===== config.mk =====
export PLATFORM = sky130hd
export DESIGN_NAME = speed_ordered_turn_queue
export DESIGN_NICKNAME = d
export VERILOG_FILES = /design/src/hdl/sotq_pkg.sv /design/src/hdl/sotq_ram.sv /design/src/hdl/speed_ordered_turn_queue.sv
export SDC_FILE = /design/constraint.sdc
export NUM_CORES = 1
export LEC_CHECK = 0
export ABC_AREA = 1
export ABC_CLOCK_PERIOD_IN_PS = 3300
export BUFFER_PORTS_ARGS = -buffer_cell sky130_fd_sc_hd__clkbuf_2
export CAP_MARGIN = 10
export CORE_MARGIN = 2
export CORE_UTILIZATION = 57
export DETAILED_ROUTE_END_ITERATION = 10
export GPL_ROUTABILITY_DRIVEN = 1
export PLACE_DENSITY = 0.78
export SETUP_SLACK_MARGIN = 0.4
export SKIP_CTS_REPAIR_TIMING = 1
export SYNTH_ARGS = -nofsm -noshare
export SYNTH_HDL_FRONTEND = slang
export SYNTH_SLANG_ARGS = --single-unit

===== constraint.sdc =====
create_clock -name clk -period 3.3 [get_ports clk]
set_input_delay 0.495 -clock clk [delete_from_list [all_inputs] [get_ports clk]]
set_output_delay 0.495 -clock clk [all_outputs]
set_load 0.03 [all_outputs]

===== src/hdl/sotq_pkg.sv =====
// Shared types and constants for the speed-ordered turn queue.
package sotq_pkg;

  localparam int KEY_W  = 8;
  localparam int TAG_W  = 8;
  localparam int OP_W   = 3;
  localparam int STAT_W = 2;
  localparam int OCC_W  = 5;

  localparam logic [OP_W-1:0] OP_INSERT  = 3'd0;
  localparam logic [OP_W-1:0] OP_ENQUEUE = 3'd1;
  localparam logic [OP_W-1:0] OP_ROTATE  = 3'd2;
  localparam logic [OP_W-1:0] OP_DEQUEUE = 3'd3;
  localparam logic [OP_W-1:0] OP_CLEAR   = 3'd4;

  localparam logic [STAT_W-1:0] ST_DONE  = 2'd0;
  localparam logic [STAT_W-1:0] ST_EMPTY = 2'd1;
  localparam logic [STAT_W-1:0] ST_FULL  = 2'd2;

  typedef struct packed {
    logic [OP_W-1:0]  opcode;
    logic [KEY_W-1:0] new_key;
    logic [TAG_W-1:0] new_tag;
  } in_t;

  typedef struct packed {
    logic [STAT_W-1:0] status;
    logic [TAG_W-1:0]  head_tag;
    logic [KEY_W-1:0]  head_key;
    logic              head_valid;
    logic [OCC_W-1:0]  occupancy;
  } out_t;

  typedef enum logic [3:0] {
    S_IDLE,
    S_ALLOC,
    S_PLACE,
    S_WLINK,
    S_WKEY,
    S_FIN1,
    S_FIN2,
    S_ROT2,
    S_DQ2,
    S_LOADH,
    S_RESP
  } state_t;

endpackage


===== src/hdl/sotq_ram.sv =====
// Generic single-write, single-read RAM with registered read data.
module sotq_ram #(
  parameter int WIDTH = 8,
  parameter int DEPTH = 16
) (
  input  logic                     clk,
  input  logic                     we,
  input  logic [$clog2(DEPTH)-1:0] waddr,
  input  logic [WIDTH-1:0]         wdata,
  input  logic [$clog2(DEPTH)-1:0] raddr,
  output logic [WIDTH-1:0]         rdata
);

  logic [WIDTH-1:0] mem [DEPTH];

  always_ff @(posedge clk) begin
    if (we) begin
      mem[waddr] <= wdata;
    end
    rdata <= mem[raddr];
  end

endmodule


===== src/hdl/speed_ordered_turn_queue.sv =====
// Speed-ordered turn queue: linked list of up to DEPTH entries kept in two RAMs.
//
// Entries (key, tag) live in a data RAM and are chained head to tail through a
// link RAM; both have registered reads. One item is in work at a time and
// each item gives one result transfer. Clear, full-queue inserts, dequeue of
// an empty queue, rotate of fewer than two entries and unused opcodes go
// straight to the result state; enqueue passes through S_PLACE, rotate
// through S_ROT2 and S_LOADH, and dequeue through S_DQ2, then S_LOADH unless
// it empties the queue. Insert by key needs only S_PLACE if it lands at the
// head or tail; else it walks the list, one list step a cycle, with link and
// data reads of the next entry issued together, and links in through S_FIN1
// and, mid-list, S_FIN2. Taking a freed slot off the free chain adds S_ALLOC
// to an insert or enqueue. The list walk sets the longest item time.
// Freed slots are chained through the link RAM; untouched slots are handed
// out by a fill counter, so no clearing pass is needed after reset or clear.
// A new transfer is taken while a finished result still waits on out_stall;
// the next result then waits in its last state until the output frees up.
module speed_ordered_turn_queue #(
  parameter int DEPTH = 16
) (
  input  logic           clk,
  input  logic           rst_n,
  input  logic           in_valid,
  output logic           in_stall,
  input  sotq_pkg::in_t  in_data,
  output logic           out_valid,
  input  logic           out_stall,
  output sotq_pkg::out_t out_data
);
  import sotq_pkg::*;

  localparam int PW = $clog2(DEPTH);
  localparam int CW = $clog2(DEPTH + 1);
  localparam int DW = KEY_W + TAG_W;

  state_t state_r, state_nxt;

  logic [OP_W-1:0]   op_r, op_nxt;
  logic [KEY_W-1:0]  key_r, key_nxt;
  logic [TAG_W-1:0]  tag_r, tag_nxt;
  logic [PW-1:0]     slot_r, slot_nxt;
  logic [PW-1:0]     cur_r, cur_nxt;
  logic [PW-1:0]     nxt_r, nxt_nxt;
  logic [CW-1:0]     steps_r, steps_nxt;
  logic [PW-1:0]     head_r, head_nxt;
  logic [PW-1:0]     tail_r, tail_nxt;
  logic [CW-1:0]     cnt_r, cnt_nxt;
  logic [CW-1:0]     fresh_r, fresh_nxt;
  logic [PW-1:0]     fhead_r, fhead_nxt;
  logic [KEY_W-1:0]  hkey_r, hkey_nxt;
  logic [TAG_W-1:0]  htag_r, htag_nxt;
  logic [KEY_W-1:0]  tkey_r, tkey_nxt;
  logic [KEY_W-1:0]  dkey_r, dkey_nxt;
  logic [TAG_W-1:0]  dtag_r, dtag_nxt;
  logic              deq_r, deq_nxt;
  logic [STAT_W-1:0] status_r, status_nxt;
  logic              out_valid_r, out_valid_nxt;
  out_t              out_r, out_nxt;

  logic          dm_we;
  logic [PW-1:0] dm_waddr, dm_raddr;
  logic [DW-1:0] dm_wdata, dm_rdata;
  logic          lk_we;
  logic [PW-1:0] lk_waddr, lk_raddr, lk_wdata, lk_rdata;

  logic [KEY_W-1:0] rd_key;
  logic [TAG_W-1:0] rd_tag;
  logic             in_xfer;
  logic             res_valid;

  assign rd_key = dm_rdata[DW-1:TAG_W];
  assign rd_tag = dm_rdata[TAG_W-1:0];

  assign in_stall  = (state_r != S_IDLE);
  assign in_xfer   = in_valid && !in_stall;
  assign out_valid = out_valid_r;
  assign out_data  = out_r;

  assign res_valid = deq_r || (cnt_r != '0);

  sotq_ram #(.WIDTH(DW), .DEPTH(DEPTH)) u_data_ram (
    .clk   (clk),
    .we    (dm_we),
    .waddr (dm_waddr),
    .wdata (dm_wdata),
    .raddr (dm_raddr),
    .rdata (dm_rdata)
  );

  sotq_ram #(.WIDTH(PW), .DEPTH(DEPTH)) u_link_ram (
    .clk   (clk),
    .we    (lk_we),
    .waddr (lk_waddr),
    .wdata (lk_wdata),
    .raddr (lk_raddr),
    .rdata (lk_rdata)
  );

  always_ff @(posedge clk) begin
    if (!rst_n) begin
      state_r <= S_IDLE;
    end else begin
      state_r <= state_nxt;
    end
  end

  always_ff @(posedge clk) begin
    if (!rst_n) begin
      head_r      <= '0;
      tail_r      <= '0;
      cnt_r       <= '0;
      fresh_r     <= '0;
      out_valid_r <= 1'b0;
    end else begin
      head_r      <= head_nxt;
      tail_r      <= tail_nxt;
      cnt_r       <= cnt_nxt;
      fresh_r     <= fresh_nxt;
      out_valid_r <= out_valid_nxt;
    end
  end

  always_ff @(posedge clk) begin
    op_r     <= op_nxt;
    key_r    <= key_nxt;
    tag_r    <= tag_nxt;
    slot_r   <= slot_nxt;
    cur_r    <= cur_nxt;
    nxt_r    <= nxt_nxt;
    steps_r  <= steps_nxt;
    fhead_r  <= fhead_nxt;
    hkey_r   <= hkey_nxt;
    htag_r   <= htag_nxt;
    tkey_r   <= tkey_nxt;
    dkey_r   <= dkey_nxt;
    dtag_r   <= dtag_nxt;
    deq_r    <= deq_nxt;
    status_r <= status_nxt;
    out_r    <= out_nxt;
  end

  always_comb begin
    state_nxt     = state_r;
    op_nxt        = op_r;
    key_nxt       = key_r;
    tag_nxt       = tag_r;
    slot_nxt      = slot_r;
    cur_nxt       = cur_r;
    nxt_nxt       = nxt_r;
    steps_nxt     = steps_r;
    head_nxt      = head_r;
    tail_nxt      = tail_r;
    cnt_nxt       = cnt_r;
    fresh_nxt     = fresh_r;
    fhead_nxt     = fhead_r;
    hkey_nxt      = hkey_r;
    htag_nxt      = htag_r;
    tkey_nxt      = tkey_r;
    dkey_nxt      = dkey_r;
    dtag_nxt      = dtag_r;
    deq_nxt       = deq_r;
    status_nxt    = status_r;
    out_nxt       = out_r;
    out_valid_nxt = out_valid_r && out_stall;

    dm_we    = 1'b0;
    dm_waddr = slot_r;
    dm_wdata = {key_r, tag_r};
    dm_raddr = nxt_r;
    lk_we    = 1'b0;
    lk_waddr = slot_r;
    lk_wdata = slot_r;
    lk_raddr = head_r;

    unique case (state_r)
      S_IDLE: begin
        if (in_xfer) begin
          op_nxt     = in_data.opcode;
          key_nxt    = in_data.new_key;
          tag_nxt    = in_data.new_tag;
          deq_nxt    = 1'b0;
          status_nxt = ST_DONE;
          state_nxt  = S_RESP;
          case (in_data.opcode)
            OP_INSERT, OP_ENQUEUE: begin
              if (cnt_r == CW'(DEPTH)) begin
                status_nxt = ST_FULL;
              end else if (fresh_r < CW'(DEPTH)) begin
                slot_nxt  = PW'(fresh_r);
                fresh_nxt = fresh_r + CW'(1);
                state_nxt = S_PLACE;
              end else begin
                // reuse a freed slot: pop the free chain
                lk_raddr  = fhead_r;
                slot_nxt  = fhead_r;
                state_nxt = S_ALLOC;
              end
            end
            OP_ROTATE: begin
              if (cnt_r >= CW'(2)) begin
                lk_raddr  = head_r;
                lk_we     = 1'b1;
                lk_waddr  = tail_r;
                lk_wdata  = head_r;
                tail_nxt  = head_r;
                tkey_nxt  = hkey_r;
                state_nxt = S_ROT2;
              end
            end
            OP_DEQUEUE: begin
              if (cnt_r == '0) begin
                status_nxt = ST_EMPTY;
              end else begin
                deq_nxt   = 1'b1;
                dkey_nxt  = hkey_r;
                dtag_nxt  = htag_r;
                slot_nxt  = head_r;
                lk_raddr  = head_r;
                cnt_nxt   = cnt_r - CW'(1);
                state_nxt = S_DQ2;
              end
            end
            OP_CLEAR: begin
              head_nxt  = '0;
              tail_nxt  = '0;
              cnt_nxt   = '0;
              fresh_nxt = '0;
            end
            default: begin
            end
          endcase
        end
      end

      S_ALLOC: begin
        fhead_nxt = lk_rdata;
        state_nxt = S_PLACE;
      end

      S_PLACE: begin
        dm_we     = 1'b1;
        state_nxt = S_RESP;
        if (cnt_r == '0) begin
          head_nxt = slot_r;
          tail_nxt = slot_r;
          hkey_nxt = key_r;
          htag_nxt = tag_r;
          tkey_nxt = key_r;
          cnt_nxt  = cnt_r + CW'(1);
        end else if (op_r == OP_ENQUEUE || key_r < tkey_r) begin
          lk_we    = 1'b1;
          lk_waddr = tail_r;
          lk_wdata = slot_r;
          tail_nxt = slot_r;
          tkey_nxt = key_r;
          cnt_nxt  = cnt_r + CW'(1);
          // new head when it outranks the head (insert only)
          if (op_r != OP_ENQUEUE && hkey_r < key_r) begin
            lk_waddr = slot_r;
            lk_wdata = head_r;
            tail_nxt = tail_r;
            tkey_nxt = tkey_r;
            head_nxt = slot_r;
            hkey_nxt = key_r;
            htag_nxt = tag_r;
          end
        end else if (hkey_r < key_r) begin
          lk_we    = 1'b1;
          lk_waddr = slot_r;
          lk_wdata = head_r;
          head_nxt = slot_r;
          hkey_nxt = key_r;
          htag_nxt = tag_r;
          cnt_nxt  = cnt_r + CW'(1);
        end else begin
          cur_nxt   = head_r;
          steps_nxt = '0;
          if (cnt_r > CW'(1)) begin
            lk_raddr  = head_r;
            state_nxt = S_WLINK;
          end else begin
            state_nxt = S_FIN1;
          end
        end
      end

      S_WLINK: begin
        nxt_nxt   = lk_rdata;
        dm_raddr  = lk_rdata;
        lk_raddr  = lk_rdata;
        state_nxt = S_WKEY;
      end

      S_WKEY: begin
        // read data holds key and link of the entry after cur
        state_nxt = S_FIN1;
        if (rd_key >= key_r) begin
          cur_nxt   = nxt_r;
          steps_nxt = steps_r + CW'(1);
          if ((steps_nxt + CW'(1)) < cnt_r) begin
            nxt_nxt   = lk_rdata;
            dm_raddr  = lk_rdata;
            lk_raddr  = lk_rdata;
            state_nxt = S_WKEY;
          end
        end
      end

      S_FIN1: begin
        lk_we = 1'b1;
        if (cur_r == tail_r) begin
          lk_waddr  = cur_r;
          lk_wdata  = slot_r;
          tail_nxt  = slot_r;
          tkey_nxt  = key_r;
          cnt_nxt   = cnt_r + CW'(1);
          state_nxt = S_RESP;
        end else begin
          lk_waddr  = slot_r;
          lk_wdata  = nxt_r;
          state_nxt = S_FIN2;
        end
      end

      S_FIN2: begin
        lk_we     = 1'b1;
        lk_waddr  = cur_r;
        lk_wdata  = slot_r;
        cnt_nxt   = cnt_r + CW'(1);
        state_nxt = S_RESP;
      end

      S_ROT2: begin
        head_nxt  = lk_rdata;
        dm_raddr  = lk_rdata;
        state_nxt = S_LOADH;
      end

      S_DQ2: begin
        // push the old head on the free chain
        lk_we     = 1'b1;
        lk_waddr  = slot_r;
        lk_wdata  = fhead_r;
        fhead_nxt = slot_r;
        if (cnt_r == '0) begin
          head_nxt  = '0;
          tail_nxt  = '0;
          state_nxt = S_RESP;
        end else begin
          head_nxt  = lk_rdata;
          dm_raddr  = lk_rdata;
          state_nxt = S_LOADH;
        end
      end

      S_LOADH: begin
        hkey_nxt  = rd_key;
        htag_nxt  = rd_tag;
        state_nxt = S_RESP;
      end

      S_RESP: begin
        // hold here while the previous result still waits on out_stall
        if (!(out_valid_r && out_stall)) begin
          out_valid_nxt      = 1'b1;
          out_nxt.status     = status_r;
          out_nxt.head_valid = res_valid;
          out_nxt.occupancy  = OCC_W'(cnt_r);
          if (deq_r) begin
            out_nxt.head_key = dkey_r;
            out_nxt.head_tag = dtag_r;
          end else if (res_valid) begin
            out_nxt.head_key = hkey_r;
            out_nxt.head_tag = htag_r;
          end else begin
            out_nxt.head_key = '0;
            out_nxt.head_tag = '0;
          end
          state_nxt = S_IDLE;
        end
      end

      default: begin
        state_nxt = S_IDLE;
      end
    endcase
  end

endmodule

Word level (Yosys, flattened, before mapping)
Memory sizes are Yosys's and may differ from the RTL's. A register that Yosys moved wholly into a read port is not among the register bits.
Cells that the tools add are included.
{"block": "word_totals", "mem_bits_ro": 0, "word_cells": 244, "output_inout_bits": 26, "latch_bits": 0, "n_memories": 2, "in_bits": 23, "register_bits": 130, "ram_bits": 320}
{"block": "op_classes", "n_div": 0, "eq_ne": 40, "multipliers": 0, "add_sub_neg": 5, "magnitude_cmp": 7, "n_bitwise": 2, "mux": 125, "n_reduce_logical": 37, "shift": 0}
{"name": "u_data_ram.mem", "depth": 16, "width": 16, "read_ports": 1, "rd_ports_with_merged_regs": 1, "wr": 1, "line": "sotq_ram.sv:14", "source": "logic [WIDTH-1:0] mem [DEPTH];"}
{"name": "u_link_ram.mem", "depth": 16, "width": 4, "read_ports": 1, "rd_ports_with_merged_regs": 1, "wr": 1, "line": "sotq_ram.sv:14"}
{"cell": "2-to-1 mux 4 bit", "n": 53}
{"cell": "2-to-1 mux 8 bit", "n": 15}
{"cell": "one-hot mux 4 bit (4 select lines)", "n": 4}
{"cell": "2-to-1 mux 5 bit", "n": 12}
{"cell": "one-hot mux 4 bit (10 select lines)", "n": 1}
{"cell": "one-hot mux 4 bit (2 select lines)", "n": 5}
{"cell": "one-hot mux 4 bit (3 select lines)", "n": 3}
{"cell": "2-to-1 mux 16 bit", "n": 2}
{"cell": "one-hot mux 8 bit (2 select lines)", "n": 2}
{"cell": "one-hot mux 5 bit (2 select lines)", "n": 3}
{"cell": "!= test 2 bit, second input constant", "n": 12}
{"cell": "one-hot mux 8 bit (3 select lines)", "n": 1}
{"cell": "adder 5 x 1 -> 5 bit, second input constant", "n": 4}
{"cell": "one-hot mux 5 bit (4 select lines)", "n": 1}
{"cell": "AND reduction 5 bit", "n": 4}
{"cell": "equality test 4 x 3 -> 1 bit, second input constant", "n": 4}
{"cell": "less-than comparator 8 bit", "n": 2}
{"cell": "2-to-1 mux 1 bit", "n": 16}
{"cell": "nonzero test 4 bit", "n": 4}
{"cell": "equality test 4 bit, second input constant", "n": 3}
{"cell": "!= test 3 bit, second input constant", "n": 4}
{"cell": "nonzero test 2 bit", "n": 6}
{"cell": "!= test 3 x 1 -> 1 bit, second input constant", "n": 3}
{"cell": "equality test 4 x 2 -> 1 bit, second input constant", "n": 2}
{"cell": "other kinds (35)", "n": 50}

Longest topological paths before layout
{"block": "depth", "word_depth": 7, "mapped_depth": 22, "depth_no_buf": 21}

Cells and area by module
From an unflattened synthesis, not the netlist that was laid out.
{"block": "unflattened", "cells_unflattened": 2210, "area_unflattened_um2": 21673.3}
{"module": "sotq_ram (u_data_ram)", "instances": 1, "seq_area_each_um2": 8007.7, "area_each_um2": 11380.9, "cells_each": 1074}
{"module": "speed_ordered_turn_queue", "instances": 1, "seq_area_each_um2": 3673.5, "area_each_um2": 7325.8, "cells_each": 846}
{"module": "sotq_ram (u_link_ram)", "instances": 1, "seq_area_each_um2": 2001.9, "area_each_um2": 2966.6, "cells_each": 290}

Worst setup path before layout
Ideal clock, no wire load.
{"block": "synth_path", "path_kind": "register to register", "start": "reg key_r[5]", "end": "reg hkey_r[0] (enable)", "path_buffers": 1, "synth_period_minus_slack_ps": 3094, "setup_ps": 394, "path_slack_ps": 206, "arrival_time_ps": 2699, "stages_incl_launch_ff": 11, "required_time_ps": 2906, "path_cell_list": "edfxtp_1 > inv_1 > ha_1 > a21oi_1 > nor2_1 > a211oi_1 > nand3_1 > clkbuf_1 > nand3_2 > nand2_1 > a21oi_1"}
{"block": "synth_between", "elab_chain_cells": 4, "elab_cells_between_ends": 7, "cone_classes": "2 x order compare; 2 x eq/ne; 3 x reduce/logical"}
{"element": "from (decl)", "line": "speed_ordered_turn_queue.sv:39", "source": "logic [KEY_W-1:0] key_r, key_nxt;"}
{"element": "from (signal assigned)", "line": "speed_ordered_turn_queue.sv:125", "source": "key_r <= key_nxt;"}
{"element": "less-than comparator 8 bit (on tied branches)", "line": "speed_ordered_turn_queue.sv:250, speed_ordered_turn_queue.sv:258, speed_ordered_turn_queue.sv:267"}
{"element": "logical OR 1 bit / logical AND 1 bit (equally long branches)", "line": "speed_ordered_turn_queue.sv:250, speed_ordered_turn_queue.sv:258"}
{"element": "!= test 4 bit (no source line)"}
{"element": "AND reduction 3 bit (no source line) (*)"}
{"element": "to (signal assigned)", "line": "speed_ordered_turn_queue.sv:132", "source": "hkey_r <= hkey_nxt;"}
{"element": "to (decl)", "line": "speed_ordered_turn_queue.sv:50", "source": "logic [KEY_W-1:0] hkey_r, hkey_nxt;"}
Mark *: on every way between the ends. The rest lies on a longest branch, timed or not.
A chain may end at the register's enable or synchronous reset.

Worst setup path after layout
{"block": "layout_path", "start": "reg steps_r[0]", "end": "reg u_data_ram.rdata[13] (read register of u_data_ram.mem)"}
{"block": "layout_between", "elab_chain_cells": 6}
{"element": "from (decl)", "line": "speed_ordered_turn_queue.sv:44", "source": "logic [CW-1:0] steps_r, steps_nxt;"}
{"element": "from (signal assigned)", "line": "speed_ordered_turn_queue.sv:130", "source": "steps_r <= steps_nxt;"}
{"element": "adder 5 x 1 -> 5 bit", "line": "speed_ordered_turn_queue.sv:299", "source": "steps_nxt = steps_r + CW'(1);"}
{"element": "adder 5 x 1 -> 5 bit", "line": "speed_ordered_turn_queue.sv:300", "source": "if ((steps_nxt + CW'(1)) < cnt_r) begin"}
{"element": "less-than comparator 5 bit", "line": "speed_ordered_turn_queue.sv:300"}
{"element": "2-to-1 mux 4 bit (2 in series)"}
{"element": "one-hot mux 4 bit (3 select lines)", "line": "speed_ordered_turn_queue.sv:175", "source": "unique case (state_r)"}
{"element": "to (decl)", "line": "sotq_ram.sv:11", "source": "output logic [WIDTH-1:0] rdata"}
No other way between the ends.

==> results.cfg <==
[timing]
maxClockFrequency_mhz = 295.0
max_slew_margin_pct = 30.17
drv_slew = 0
post-route-period-util_pct = 102.7
clock_skew_ns = 0.02804
tightest_slew_ns = 1.037
period_needed_ns = 3.390
finalSetupViolCount = 13
rsz0062_at_grt = yes
fin_ws_ns = -0.09013
final.setup.tns_ns = -0.4062
hold_viol = 0

[detailed_routing]
first_iter_violations = 2157
dr.pass1.iters = 6
drtAntennaViolNets = 0
wl_per_cell_um = 20.76
vias = 17350
routed_wl_mm = 60.71
drc = 0
avgViaCountPerCell = 5.934

[power]
irDropWorstVdd_mv = 0.5562
powerDensity_nw_per_um2 = 989.0
p_total_mw = 25.99
cellLeakagePower_nw = 11.09

[logic_synthesis]
synth.most_common_cell = edfxtp_1
synth_area_leaders = edfxtp_1 58%, nand3_1 7.1%, nand2_1 6.8%
syn-mean-instance-area_um2 = 9.902
syn_inst = 2249
yosysWarnings = 0
async_flop_share_pct = 0
synth_commonest_cells = 427 x edfxtp_1, 405 x nand2_1, 390 x inv_1, 318 x nand3_1, 136 x nand4_1
synth_cell_types = 44
syn-num-nets = 2305
synth_top_area_share_pct = 57.58
seq_area_frac_synth_pct = 61.45
synth_top_area_cell = edfxtp_1
synth_edf_count = 427
synth_ff_type = edfxtp_1
synth_area_um2 = 22270
ys_seq_elements = 470

[cells_and_area]
fill_cells = 2690
fin_nets = 2423
n_antenna_cell = 0
design_area_um2 = 26280
final_cells = 2924
area_delta_synth_final_pct = 18.02
layout-drive-gt1-share_pct = 18.70
finalCoreUtilization_pct = 68.01

[placed_design]
dp.cells = 2809
place_congestion = 0.9563
placed_area_um2 = 23610
port_buffers = 48
dp.final_hpwl_mm = 38.35

[worst_setup_path]
required_ns = 3.78
startpoint = steps_r[0]
crit_fanout = 16
r2r_end = u_data_ram.rdata[13]
reg2reg_depth = 22
criticalPathCategory = reg2reg
crit_path_end = u_data_ram.rdata[13]
reg2reg_from = steps_r[0]
crit_arrival_ns = 3.87
critPathCaptureType = flop
ff2ff_setup_slack_ns = -0.09
start_kind = flop

[cts]
tritoncts = done
htree_levels = 2
clk_path_buf_depth = 3
clkSinkCount = 470
cts-root-buf = clkbuf_16
cts_inserted_buffers = 47
worstSkewPairLatency_ns = 0.61
path_clk_slew_ns = 0.06

[global_route]
grt-busiest-layer = met2
grt_pass1_wl_mm = 89.77
grt_pass1_vias = 16120
grt.met1_usage_pct = 40.17
use_met3_pct = 5.183
gr-total-overflow = 0
antenna_found_initial = 0
grt_max_degree = 93
use_met2_pct = 44.17
grt_use_total_pct = 28.64

[die]
die_h_um = 201.7
ios = 49
rows = 72
dieWidth_um = 201.7
core_area_um2 = 38650
start_util_pct = 57.62
dieArea_um2 = 40660

[status]
outcome = complete, but fails checks
violations = negative setup slack

[min_path]
hp-class = in2reg

[run]
drv_cap = 0
==> layout make-up <==
type	count	area [µm²]	area share, %
clock inverter	32	345.3	1.314
sequential	470	13680	52.06
clock buffer	56	1220	4.642
tap	518	648.1	2.466
inverter	420	1587	6.036
multi-input combinational	1255	7213	27.44
timing repair buffer	173	1587	6.036
==> where the power goes <==
group / switching [mW] / internal, mW
logic: 7.96 / 4.05
clock network: 2.30 / 3.13
registers: 0.623 / 7.93
==> metal layers <==
layer	vias to the layer above	share of wire [%]
met1	8171	38
met3	165	12
li1	7868	-
met4	0	3.6
met2	1148	46
met5	-	0
==> worst min-delay path by stage <==
stage                     slack [ns]  cells past startpoint        start           end
after detailed placement        0.41                      0  status_r[1]  out_data[23]
after global routing            0.06                      1  in_data[11]      key_r[3]
final                           0.06                      1  in_data[11]      key_r[3]
after floorplan                 0.40                      0  status_r[0]  out_data[22]
after CTS                       0.04                      1   in_data[2]      tag_r[2]
after global placement          0.41                      0  status_r[1]  out_data[23]
==> layout by cell type, fill, tap and decap left out, types with 5 or more instances in the layout <==
cell,n
nand3_4,6
clkbuf_2,48
nor2_4,28
o211ai_1,10
nand2_2,32
nand2_4,15
inv_2,28
bufinv_16,6
nor2_2,23
a211oi_1,7
nand3_1,271
a21oi_2,7
clkinv_2,14
nand3b_1,22
o21ai_0,80
clkbuf_16,53
inv_1,383
nand2_1,372
buf_12,15
ha_4,5
nand4_1,136
a21oi_1,40
buf_4,85
edfxtp_1,427
clkbuf_1,8
nor2_1,63
ha_1,28
buf_6,14
clkinv_1,14
nor3_1,14
dfxtp_1,43
xor2_1,11
nand3_2,46
==> critical path, cell delays in order, from the launching register on <==
cell and delay [ns]:
edfxtp_1 0.50, ha_4 0.23, xnor2_4 0.16, nor3_2 0.19, xor2_1 0.20, inv_1 0.07
ha_1 0.27, nand2_1 0.08, nor2_1 0.05, nand2_1 0.12, nand3_2 0.14, nand2_1 0.09
nand2_1 0.06, nand2_2 0.08, nand3_4 0.13, nand3_4 0.18, buf_4 0.15, buf_12 0.14
nand2_2 0.08, nand3_1 0.11, nand3_1 0.11, nand3_1 0.10, nand2_1 0.06
==> kinds of logic (layout without fill, tap and decap cells) <==
logic type                 count (synthesis)  after routing  share of synthesized area, %
adders and majority gates                 33             33                         1.854
buffers and inverters                    525            681                         9.726
DFF                                      470            470                         61.45
xor gates and xnor gates                  14             14                        0.5506
and+or+nand+nor                         1032           1033                         21.89
AOI/OAI and AO/OA                        175            175                         4.534
==> state kept, by name, indices dropped and copies added (netlist names), 8 cells and up <==
register          cells
dkey_r                8
dtag_r                8
hkey_r                8
htag_r                8
key_r                 8
out_data             24
tag_r                 8
tkey_r                8
u_data_ram.mem      256
u_data_ram.rdata     16
u_link_ram.mem       64
==> through the flow <==
stage | setup WS, ns | hold slack (ns)
after floorplan | 0.4163 | 0.4003
after CTS | -0.09761 | 0.03825
after detailed placement | -0.05885 | 0.4116
after global routing | -0.2011 | 0.05627
final | -0.09013 | 0.06234
after global placement | 0.09127 | 0.4055
Note: power is estimated with default switching activity, not from simulation.
